File: src/rtl/rc4_pkg.sv
// ----------------------------------------------------------------------------
// RC4 package
// Shared widths, sizes and codes of the RC4 stream cipher.
// ----------------------------------------------------------------------------
package rc4_pkg;

    // Byte and permutation index width.
    localparam int BYTE_W = 8;

    // Entries in the permutation memory.
    localparam int SBOX_DEPTH = 256;

    // Last index of the permutation, where the sweeps end.
    localparam logic [BYTE_W-1:0] IDX_LAST = 8'hFF;

    // Word kinds carried in tuser.
    localparam logic OP_KEY  = 1'b0;
    localparam logic OP_DATA = 1'b1;

endpackage

File: src/rtl/rc4_ram.sv
// ----------------------------------------------------------------------------
// RC4 byte memory
// Simple dual-port byte memory, one write and one registered read per cycle.
// ----------------------------------------------------------------------------
module rc4_ram #(
    parameter int DEPTH  = 256,
    parameter int ADDR_W = 8
) (
    input  logic                        aclk,
    input  logic                        we,
    input  logic [ADDR_W-1:0]           waddr,
    input  logic [rc4_pkg::BYTE_W-1:0]  wdata,
    input  logic                        re,
    input  logic [ADDR_W-1:0]           raddr,
    output logic [rc4_pkg::BYTE_W-1:0]  rdata
);

    logic [rc4_pkg::BYTE_W-1:0] mem [DEPTH];
    logic [rc4_pkg::BYTE_W-1:0] rdata_reg;

    // A read in the cycle of a write to the same entry returns the old data.
    always_ff @(posedge aclk) begin
        if (we) begin
            mem[waddr] <= wdata;
        end
        if (re) begin
            rdata_reg <= mem[raddr];
        end
    end

    assign rdata = rdata_reg;

endmodule

File: src/rtl/rc4_stream_cipher.sv
// ----------------------------------------------------------------------------
// RC4 stream cipher
// Byte-wide RC4 with key loading, key schedule and keystream generation.
// ----------------------------------------------------------------------------
// Words with tuser low are key bytes: each is stored in the key memory until
// MAX_KEY_BYTES bytes are held, later ones are dropped, and the key word with
// tlast high starts the key schedule. The schedule first rewrites the
// permutation memory to identity and then runs 256 key-mixing swaps, each
// reading S[i] and the key byte, reading S[j] and writing both back, so a
// final key word keeps the input closed until the schedule ends. After
// reset the same identity pass runs alone, and no word is taken until it
// ends. Words with tuser high are data bytes: each passes through accept,
// two dependent reads of the permutation memory, and the read of the
// keystream entry, in steps set by the single read port and single write
// port of the permutation memory; a full output register that is not
// drained stalls the last step. One result word comes out per data word,
// with tlast copied; key words give no result. The input is open again as
// soon as a result enters the output register, so one finished word may
// wait at the output while the next one is being worked on.
// ----------------------------------------------------------------------------
module rc4_stream_cipher #(
    parameter int MAX_KEY_BYTES = 256
) (
    input  logic        aclk,
    input  logic        aresetn,

    input  logic        s_tvalid,
    output logic        s_tready,
    input  logic [7:0]  s_tdata,   // [7:0] byte_in
    input  logic        s_tuser,   // [0] opcode: key byte or data byte
    input  logic        s_tlast,   // last_in

    output logic        m_tvalid,
    input  logic        m_tready,
    output logic [7:0]  m_tdata,   // [7:0] byte_out
    output logic        m_tlast    // last_out
);

    localparam int BW = rc4_pkg::BYTE_W;
    // Key memory address and key counter widths.
    localparam int KAW = (MAX_KEY_BYTES > 1) ? $clog2(MAX_KEY_BYTES) : 1;
    localparam int KCW = $clog2(MAX_KEY_BYTES + 1);

    typedef enum logic [3:0] {
        ST_IDLE,
        ST_INIT,
        ST_MIX_RD,
        ST_MIX_ACC,
        ST_MIX_WA,
        ST_MIX_WB,
        ST_GEN_J,
        ST_GEN_SW,
        ST_GEN_OUT
    } state_t;

    state_t          st_reg, st_next;
    logic [KCW-1:0]  key_count_reg, key_count_next;
    logic [KCW-1:0]  len_reg, len_next;
    logic [KAW-1:0]  kpos_reg, kpos_next;
    logic            sched_reg, sched_next;
    logic [BW-1:0]   n_reg, n_next;
    logic [BW-1:0]   acc_reg, acc_next;
    logic [BW-1:0]   idx_i_reg, idx_i_next;
    logic [BW-1:0]   idx_j_reg, idx_j_next;
    logic [BW-1:0]   si_reg, si_next;
    logic [BW-1:0]   sj_reg, sj_next;
    logic [BW-1:0]   t_reg, t_next;
    logic [BW-1:0]   byte_reg, byte_next;
    logic            last_reg, last_next;
    logic            m_valid_reg, m_valid_next;
    logic [BW-1:0]   m_data_reg, m_data_next;
    logic            m_last_reg, m_last_next;

    // Permutation memory ports.
    logic            sb_we, sb_re;
    logic [BW-1:0]   sb_waddr, sb_wdata, sb_raddr, sb_rdata;
    // Key memory ports.
    logic            kr_we, kr_re;
    logic [KAW-1:0]  kr_waddr, kr_raddr;
    logic [BW-1:0]   kr_wdata, kr_rdata;

    logic [KCW-1:0]  cnt_inc;
    logic [KCW-1:0]  kpos_ext;
    logic [BW-1:0]   keystream;

    rc4_ram #(
        .DEPTH  (rc4_pkg::SBOX_DEPTH),
        .ADDR_W (BW)
    ) u_sbox (
        .aclk  (aclk),
        .we    (sb_we),
        .waddr (sb_waddr),
        .wdata (sb_wdata),
        .re    (sb_re),
        .raddr (sb_raddr),
        .rdata (sb_rdata)
    );

    rc4_ram #(
        .DEPTH  (MAX_KEY_BYTES),
        .ADDR_W (KAW)
    ) u_key (
        .aclk  (aclk),
        .we    (kr_we),
        .waddr (kr_waddr),
        .wdata (kr_wdata),
        .re    (kr_re),
        .raddr (kr_raddr),
        .rdata (kr_rdata)
    );

    assign s_tready = (st_reg == ST_IDLE);
    assign m_tvalid = m_valid_reg;
    assign m_tdata  = m_data_reg;
    assign m_tlast  = m_last_reg;

    assign cnt_inc  = key_count_reg + KCW'(1);
    assign kpos_ext = KCW'(kpos_reg) + KCW'(1);

    // The keystream entry was read in the cycle that wrote S[i]; S[j] is
    // written in the next cycle. Forward both swapped values, S[j] winning
    // since it is the later write.
    always_comb begin
        if (t_reg == idx_j_reg) begin
            keystream = si_reg;
        end else if (t_reg == idx_i_reg) begin
            keystream = sj_reg;
        end else begin
            keystream = sb_rdata;
        end
    end

    always_comb begin
        st_next        = st_reg;
        key_count_next = key_count_reg;
        len_next       = len_reg;
        kpos_next      = kpos_reg;
        sched_next     = sched_reg;
        n_next         = n_reg;
        acc_next       = acc_reg;
        idx_i_next     = idx_i_reg;
        idx_j_next     = idx_j_reg;
        si_next        = si_reg;
        sj_next        = sj_reg;
        t_next         = t_reg;
        byte_next      = byte_reg;
        last_next      = last_reg;
        m_valid_next   = m_valid_reg && !m_tready;
        m_data_next    = m_data_reg;
        m_last_next    = m_last_reg;

        sb_we    = 1'b0;
        sb_waddr = n_reg;
        sb_wdata = n_reg;
        sb_re    = 1'b0;
        sb_raddr = n_reg;
        kr_we    = 1'b0;
        kr_waddr = key_count_reg[KAW-1:0];
        kr_wdata = s_tdata;
        kr_re    = 1'b0;
        kr_raddr = kpos_reg;

        case (st_reg)
            ST_IDLE: begin
                if (s_tvalid) begin
                    if (s_tuser == rc4_pkg::OP_DATA) begin
                        idx_i_next = idx_i_reg + BW'(1);
                        sb_re      = 1'b1;
                        sb_raddr   = idx_i_reg + BW'(1);
                        byte_next  = s_tdata;
                        last_next  = s_tlast;
                        st_next    = ST_GEN_J;
                    end else begin
                        if (key_count_reg < KCW'(MAX_KEY_BYTES)) begin
                            kr_we          = 1'b1;
                            key_count_next = cnt_inc;
                        end
                        if (s_tlast) begin
                            len_next       = (key_count_reg < KCW'(MAX_KEY_BYTES)) ?
                                             cnt_inc : key_count_reg;
                            key_count_next = '0;
                            idx_i_next     = '0;
                            idx_j_next     = '0;
                            sched_next     = 1'b1;
                            n_next         = '0;
                            st_next        = ST_INIT;
                        end
                    end
                end
            end
            ST_INIT: begin
                sb_we  = 1'b1;
                n_next = n_reg + BW'(1);
                if (n_reg == rc4_pkg::IDX_LAST) begin
                    acc_next  = '0;
                    kpos_next = '0;
                    st_next   = sched_reg ? ST_MIX_RD : ST_IDLE;
                end
            end
            ST_MIX_RD: begin
                sb_re   = 1'b1;
                kr_re   = 1'b1;
                st_next = ST_MIX_ACC;
            end
            ST_MIX_ACC: begin
                acc_next = acc_reg + sb_rdata + kr_rdata;
                si_next  = sb_rdata;
                sb_re    = 1'b1;
                sb_raddr = acc_reg + sb_rdata + kr_rdata;
                st_next  = ST_MIX_WA;
            end
            ST_MIX_WA: begin
                sb_we    = 1'b1;
                sb_wdata = sb_rdata;
                st_next  = ST_MIX_WB;
            end
            ST_MIX_WB: begin
                sb_we    = 1'b1;
                sb_waddr = acc_reg;
                sb_wdata = si_reg;
                n_next   = n_reg + BW'(1);
                // The key repeats cyclically over its stored length.
                if (kpos_ext >= len_reg) begin
                    kpos_next = '0;
                end else begin
                    kpos_next = kpos_ext[KAW-1:0];
                end
                if (n_reg == rc4_pkg::IDX_LAST) begin
                    sched_next = 1'b0;
                    st_next    = ST_IDLE;
                end else begin
                    st_next = ST_MIX_RD;
                end
            end
            ST_GEN_J: begin
                si_next    = sb_rdata;
                idx_j_next = idx_j_reg + sb_rdata;
                sb_re      = 1'b1;
                sb_raddr   = idx_j_reg + sb_rdata;
                st_next    = ST_GEN_SW;
            end
            ST_GEN_SW: begin
                sj_next  = sb_rdata;
                sb_we    = 1'b1;
                sb_waddr = idx_i_reg;
                sb_wdata = sb_rdata;
                t_next   = si_reg + sb_rdata;
                sb_re    = 1'b1;
                sb_raddr = si_reg + sb_rdata;
                st_next  = ST_GEN_OUT;
            end
            ST_GEN_OUT: begin
                // Rewriting S[j] while waiting for the output is harmless.
                sb_we    = 1'b1;
                sb_waddr = idx_j_reg;
                sb_wdata = si_reg;
                if (!m_valid_reg || m_tready) begin
                    m_valid_next = 1'b1;
                    m_data_next  = byte_reg ^ keystream;
                    m_last_next  = last_reg;
                    st_next      = ST_IDLE;
                end
            end
            default: begin
                st_next = ST_IDLE;
            end
        endcase
    end

    always_ff @(posedge aclk) begin
        if (!aresetn) begin
            st_reg        <= ST_INIT;
            key_count_reg <= '0;
            sched_reg     <= 1'b0;
            n_reg         <= '0;
            idx_i_reg     <= '0;
            idx_j_reg     <= '0;
            m_valid_reg   <= 1'b0;
        end else begin
            st_reg        <= st_next;
            key_count_reg <= key_count_next;
            sched_reg     <= sched_next;
            n_reg         <= n_next;
            idx_i_reg     <= idx_i_next;
            idx_j_reg     <= idx_j_next;
            m_valid_reg   <= m_valid_next;
        end
    end

    always_ff @(posedge aclk) begin
        len_reg    <= len_next;
        kpos_reg   <= kpos_next;
        acc_reg    <= acc_next;
        si_reg     <= si_next;
        sj_reg     <= sj_next;
        t_reg      <= t_next;
        byte_reg   <= byte_next;
        last_reg   <= last_next;
        m_data_reg <= m_data_next;
        m_last_reg <= m_last_next;
    end

    // The key counter never passes the size of the key memory.
    a_key_count_bound: assert property (@(posedge aclk) disable iff (!aresetn)
        key_count_reg <= KCW'(MAX_KEY_BYTES))
        else $error("key count beyond key memory size");

    // The key position stays inside the stored key while mixing.
    a_kpos_in_key: assert property (@(posedge aclk) disable iff (!aresetn)
        (st_reg == ST_MIX_RD) |-> (KCW'(kpos_reg) < len_reg))
        else $error("key position outside stored key");

    // A result enters the output register only from the last data step.
    a_result_source: assert property (@(posedge aclk) disable iff (!aresetn)
        (m_valid_reg && !$past(m_valid_reg && !m_tready)) |->
            $past(st_reg == ST_GEN_OUT))
        else $error("result word without a finished data word");

    // A final key word always starts the identity pass of the schedule.
    a_sched_start: assert property (@(posedge aclk) disable iff (!aresetn)
        (s_tvalid && s_tready && (s_tuser == rc4_pkg::OP_KEY) && s_tlast) |=>
            (st_reg == ST_INIT) && sched_reg)
        else $error("final key word did not start the key schedule");

endmodule
File: config.mk
export PLATFORM = sky130hd
export DESIGN_NAME = rc4_stream_cipher
export DESIGN_NICKNAME = d
export VERILOG_FILES = /design/src/rtl/rc4_pkg.sv /design/src/rtl/rc4_ram.sv /design/src/rtl/rc4_stream_cipher.sv
export SDC_FILE = /design/constraint.sdc
export NUM_CORES = 2
export LEC_CHECK = 0
export ABC_CLOCK_PERIOD_IN_PS = 12100
export BUFFER_PORTS_ARGS = -buffer_cell sky130_fd_sc_hd__buf_2
export CAP_MARGIN = 0
export CORE_MARGIN = 3
export CORE_UTILIZATION = 40
export CTS_CLUSTER_DIAMETER = 40
export CTS_CLUSTER_SIZE = 24
export DETAILED_ROUTE_END_ITERATION = 7
export PLACE_DENSITY = 0.5
export SYNTH_ARGS = -nofsm -noshare
export SYNTH_HDL_FRONTEND = slang
export SYNTH_SLANG_ARGS = --single-unit
File: constraint.sdc
create_clock -name aclk -period 12.1 [get_ports aclk]
set_clock_uncertainty 0.15 [all_clocks]
set_input_delay 1.21 -clock aclk [delete_from_list [all_inputs] [get_ports aclk]]
set_output_delay 1.21 -clock aclk [all_outputs]
set_load 0.01 [all_outputs]
### Word level (Yosys, flattened, before mapping)

Memories as Yosys holds them, arrays and structs flattened. A register that Yosys moved wholly into a read port is not among the register bits.
Cells that the tools add are included.
Widths: inputs -> output; s select.

| storage, ports and cells | value |
|---|---|
| output and inout bits | 11 |
| register bits | 106 |
| memory bits (writable) | 4,096 |
| memories kept | 2 |

Memory list:

| name | depth | bits a word | read ports | clocked after Yosys merged registers in | write ports | line | RTL |
|---|---|---|---|---|---|---|---|
| u_key.mem | 256 | 8 | 1 | 1 | 1 | rc4_ram.sv:18 | `logic [rc4_pkg::BYTE_W-1:0] mem [DEPTH];` |
| u_sbox.mem | 256 | 8 | 1 | 1 | 1 | rc4_ram.sv:18 |  |

| operators by class | value |
|---|---|
| add/subtract/negate cells | 8 |
| magnitude comparators | 2 |
| multiplexer cells | 47 |
| bitwise logic cells | 2 |
| reduce and logical (&&, ||, !) cells | 28 |
| equality and inequality tests | 18 |

Operators by type and width:

| operator | count |
|---|---|
| $mux 8 | 10 |
| $pmux 8 s2 | 5 |
| $pmux 4 s9 | 1 |
| $add 8x8->8 | 4 |
| $pmux 8 s4 | 1 |
| $pmux 8 s3 | 1 |
| $mux 4 | 5 |
| $mux 1 | 18 |
| $mux 9 | 2 |
| $add 8x1->8 const B | 2 |
| $eq 4x3->1 const B | 4 |
| $eq 8x8->1 | 2 |
| $reduce_and 4->1 | 4 |
| $reduce_bool 2->1 | 6 |
| $ne 2x2->1 const B | 5 |
| $add 8x1->9 const B | 1 |
| $add 9x1->9 const B | 1 |
| $ge 9x9->1 | 1 |
| $lt 9x9->1 const B | 1 |
| $reduce_and 3->1 | 3 |
| $eq 4x2->1 const B | 2 |
| $eq 8x8->1 const B | 1 |
| $reduce_or 2->1 | 4 |
| $xor 8x8->8 | 1 |
| 15 further kinds | 20 |

### Logic depth before layout (Yosys ltp)

| depth | value |
|---|---|
| word-level depth | 7 |
| depth in mapped cells | 19 |

### Cells and area by module

A second synthesis with hierarchy kept.

| unflattened totals | value |
|---|---|
| cell total of the unflattened synthesis | 8,148 |
| area total of the unflattened synthesis | 165,937.9 µm² |

By module, submodules not included:

| module | times used | area each (µm²) | cells each | sequential area each (µm²) |
|---|---|---|---|---|
| rc4_ram | 2 | 79,636.4 | 3,733 | 61,739.2 |
| rc4_stream_cipher | 1 | 6,665.1 | 682 | 2,792.7 |

### Least setup slack after synthesis

No wires, ideal clock.

| timing | value |
|---|---|
| path type | register to register |
| start point | reg st_reg[1] |
| end point | mem u_sbox.mem[0][1] (netlist name), data pin |
| buffers on the path | 4 |
| setup time | 0.824 ns |
| period minus slack after synthesis | 5.961 ns |
| path slack | 6.139 ns |
| cell stages (with the launch flop) | 9 |
| arrival time | 4.988 ns |
| required time | 11.126 ns |
| cell sequence | dfxtp_1 buf_2 buf_2 nor4b_1 or2_2 buf_2 buf_2 nand2_1 nand2_1 |

| between the ends | value |
|---|---|
| cells in the longest elaborated chain, start to end | 3 |
| elaborated cells on any way between the ends | 7 |

RTL lines:

| element | line | RTL |
|---|---|---|
| start: declaration | rc4_stream_cipher.sv:56 | `state_t st_reg, st_next;` |
| start signal: assignment | rc4_stream_cipher.sv:280 | `st_reg <= st_next;` |
| $eq 4x4->1 / $eq 4x3->1 (equally long branches) | rc4_stream_cipher.sv:163 | `case (st_reg)` |
| $reduce_or 2->1 (no source line) | n/a |  |
| $pmux 8 s2 * | rc4_stream_cipher.sv:163 |  |
| net sb_wdata[1] | rc4_stream_cipher.sv:76 | `logic [BW-1:0] sb_waddr, sb_wdata, sb_raddr, sb_rdata;` |
| end: declaration | rc4_ram.sv:18 |  |

Mark *: on every way through the listed nets, which the timed path passes. The rest lies on a longest branch.

### Worst setup path in the final report

| timing | value |
|---|---|
| start point | reg u_sbox.rdata_reg, in the netlist u_sbox.rdata[1] (read register of u_sbox.mem) |
| end point | reg u_sbox.rdata_reg, in the netlist u_sbox.rdata[1] (read register of u_sbox.mem), data pin |

| between the ends | value |
|---|---|
| cells in the longest elaborated chain, start to end | 3 |
| elaborated cells on any way between the ends | 5 |

RTL lines:

| element | line | RTL |
|---|---|---|
| start: declaration | rc4_ram.sv:19 | `logic [rc4_pkg::BYTE_W-1:0] rdata_reg;` |
| $add 8x8->8 (2 in a row) | rc4_stream_cipher.sv:209 | `sb_raddr = acc_reg + sb_rdata + kr_rdata;` |
| $pmux 8 s4 * | rc4_stream_cipher.sv:163 |  |

Mark *: on every way between the ends. The rest lies on a longest branch, timed or not.
A chain may end at the register's enable or synchronous reset.

==> impl_metrics.json <==
{
  "reg.largest.list": "u_key.mem x2048, u_sbox.mem x2048",
  "dieArea_um2": 431000,
  "ant_nets": 0,
  "hold_viol_final": 0,
  "regToRegSetupSlack_ns": 4.69,
  "timing.critical_path.to": "u_sbox.rdata[1]",
  "ys_types": 90,
  "grt_setup_unrepaired": "false",
  "setup.worst_path.start": "u_sbox.rdata[1]",
  "cts.sinks": 4218,
  "rows": 238,
  "fp.dieH_um": 656,
  "cp_common_cell": "fa_1",
  "p_leak_nw": 66.3,
  "cts_tree": "built",
  "start_util": 0.402,
  "area_growth_pct": 15.3,
  "muxShareOfSynthArea": 0.0855,
  "r2r_end": "u_sbox.rdata[1]",
  "grt_max_degree": 171,
  "detail_route.wl_per_cell_um": 30.9,
  "synth_fa_ha_area_frac": 0.00392,
  "clockBufferDepth": 4,
  "hpwl_mm": 313,
  "relSlewSlack": 0.0611,
  "viasPerCell": 5.82,
  "grt-ovfl-total": 0,
  "period_share": 0.613,
  "cap_violations": 0,
  "grt_antenna_before_repair": 17,
  "ys_seq_area_frac": 0.746,
  "start_kind": "flip-flop",
  "gp_congestion": 0.906,
  "endpoint_kind": "flip-flop",
  "synth_compound_area_frac": 0.0566,
  "fp.dieW_um": 656,
  "irDropWorstVdd_uv": 129,
  "hp-class": "flip-flop to flip-flop",
  "clkTransAtPathRegs_ns": 0.06,
  "io_pins": 25,
  "clk_latency_ns": 1.04,
  "finalCriticalPeriod_ns": 7.41,
  "drt_iter0_drc": 10975,
  "synthSimpleGateAreaFrac": 0.0841,
  "outcome": "complete, no violations",
  "core_um2": 421000,
  "crit_path_cell_trace": "fa_1 -> ha_1 -> fa_1 -> xnor2_1 -> a311o_1 -> o311ai_0 -> o22a_4 -> buf_4 -> nand2_1 -> o221ai_1 -> a22o_1 -> o31ai_1 -> nand4_1",
  "slowest_stage": "nand2_1",
  "synthCells": 10882,
  "finalSetupViolCount": 0,
  "dr.pass1.iters": 7,
  "crit_fanout": 24,
  "cts-root-buf": "clkbuf_16",
  "fillers": 36358,
  "holdBufCountCts": 0,
  "max_stage_delay_ns": 1.07,
  "grt_pass1_wl_mm": 747,
  "ys_seq_elements": 4218,
  "syn_nets": 10943,
  "synth_flop_cell": "edfxtp_1",
  "critPathArrivalTime_ns": 7.85,
  "critPathTopFamily": "compound AO/OA/AOI/OAI gates",
  "synth_top_family_by_area": "multiplexers",
  "synth-async-reset-ratio": 0,
  "totalPowerFinal_mw": 34.2,
  "ff2ff_path_depth": 13,
  "grt.total_usage": 0.239,
  "synth_xor_area_frac": 0.00316,
  "grt_pass1_vias": 97226,
  "synth_warnings": 0,
  "r2r-start": "u_sbox.rdata[1]",
  "h-tree-depth": 6,
  "synth_edf_count": 4179,
  "synth_area_um2": 169000,
  "portBuffers": 24,
  "vias": 99478,
  "layout_commonest_cell": "edfxtp_1",
  "drc_errors": 0,
  "cts_setup_buffers": 0,
  "final_nets": 11040,
  "max_freq_mhz": 135,
  "cp_data_required_time_ns": 12.53,
  "worstSetupPathDepth": 13,
  "worst_slew_pin_slew_ns": 1.40,
  "syn_area_per_cell_um2": 15.5,
  "final_cell_mix": "edfxtp_1 (4179), nand2_1 (1663), mux2i_1 (748)",
  "worst-path-buf-inv": 1,
  "drive_above_1_share": 0.135,
  "report.final.slew_viol_count": 0,
  "power_density_nw_per_um2": 175,
  "critical_path_class": "flip-flop to flip-flop",
  "cts_resized": 0,
  "numCtsBuffers": 568,
  "wirelength_mm": 529,
  "tns_ns": 0
}
==> cell families (layout without fill, tap and decap cells) <==
logic type	count (synthesis)	in the layout
xor gates and xnor gates	61	61
buffers and inverters	788	1357
adders and majority gates	47	47
other	0	12
and+or+nand+nor	3356	3356
AOI/OAI and AO/OA	1353	1353
DFF	4218	4218
muxes	1059	1059
==> power breakdown <==
group          leakage, nW  internal (mW)  switching [mW]
clock                 9.30           10.3            6.67
combinational         20.3          0.253           0.904
sequential            36.7           16.0         0.00494
total                 66.3           26.6            7.57
==> synthesized netlist by cell type (all sizes together), types with 56 or more instances <==
cell type	n	area [um^2]
edfxtp	4179	125000
mux2i	748	7490
a311oi	107	943
o22ai	153	957
buf	387	1910
a31oi	165	1030
a21oi	304	1520
o21ai	56	295
nor3	87	440
nor2	703	2650
nand3	636	3190
o221ai	249	2180
inv	75	282
clkbuf	322	1210
a211oi	92	696
a32oi	63	552
nand2	1679	6310
mux4	309	6960
and3	97	607
==> routing by layer <==
metal  wire length [um]  global-route usage  up-vias
met1             218000               0.325    51453
met4              19900              0.0872       10
met5                 71                   0        -
met2             253000               0.387     4366
met3              38200              0.0410      951
li1                   -                   -    42698
==> metrics by stage <==
step                area [um^2]  setup slack (ns)   util  std cells  hold slack [ns]
floorplan                169000              6.14      -      10882            0.250
global placement         176000              4.91  0.417      16049            0.256
detailed placement       176000              4.90  0.417      16049            0.255
CTS                      195000              4.84  0.463      17091            0.276
global route             195000              4.69  0.463      17094            0.296
finish                   195000              4.69  0.463      17103            0.271
==> area by class of cell <==
| class | count | area (um^2) | area share |
|---|---|---|---|
| Sequential cell | 4218 | 126000 | 0.648 |
| Tap cell | 5640 | 7060 | 0.0362 |
| Clock buffer | 630 | 14600 | 0.0747 |
| Antenna cell | 12 | 30.0 | 0.000154 |
| Inverter | 79 | 302 | 0.00155 |
| Clock inverter | 412 | 4790 | 0.0246 |
| Multi-Input combinational cell | 5876 | 39900 | 0.204 |
| Timing Repair Buffer | 236 | 2090 | 0.0107 |
==> worst min path at each step <==
stage,start,endpoint,slack (ns),cells after the start
finish,last_reg,m_tlast,0.27,0
global route,last_reg,m_tlast,0.30,0
CTS,last_reg,m_tlast,0.28,0
detailed placement,last_reg,m_tlast,0.26,0
global placement,last_reg,m_tlast,0.26,0
floorplan,last_reg,m_tlast,0.25,0
Power figures use the tool's default switching activity.
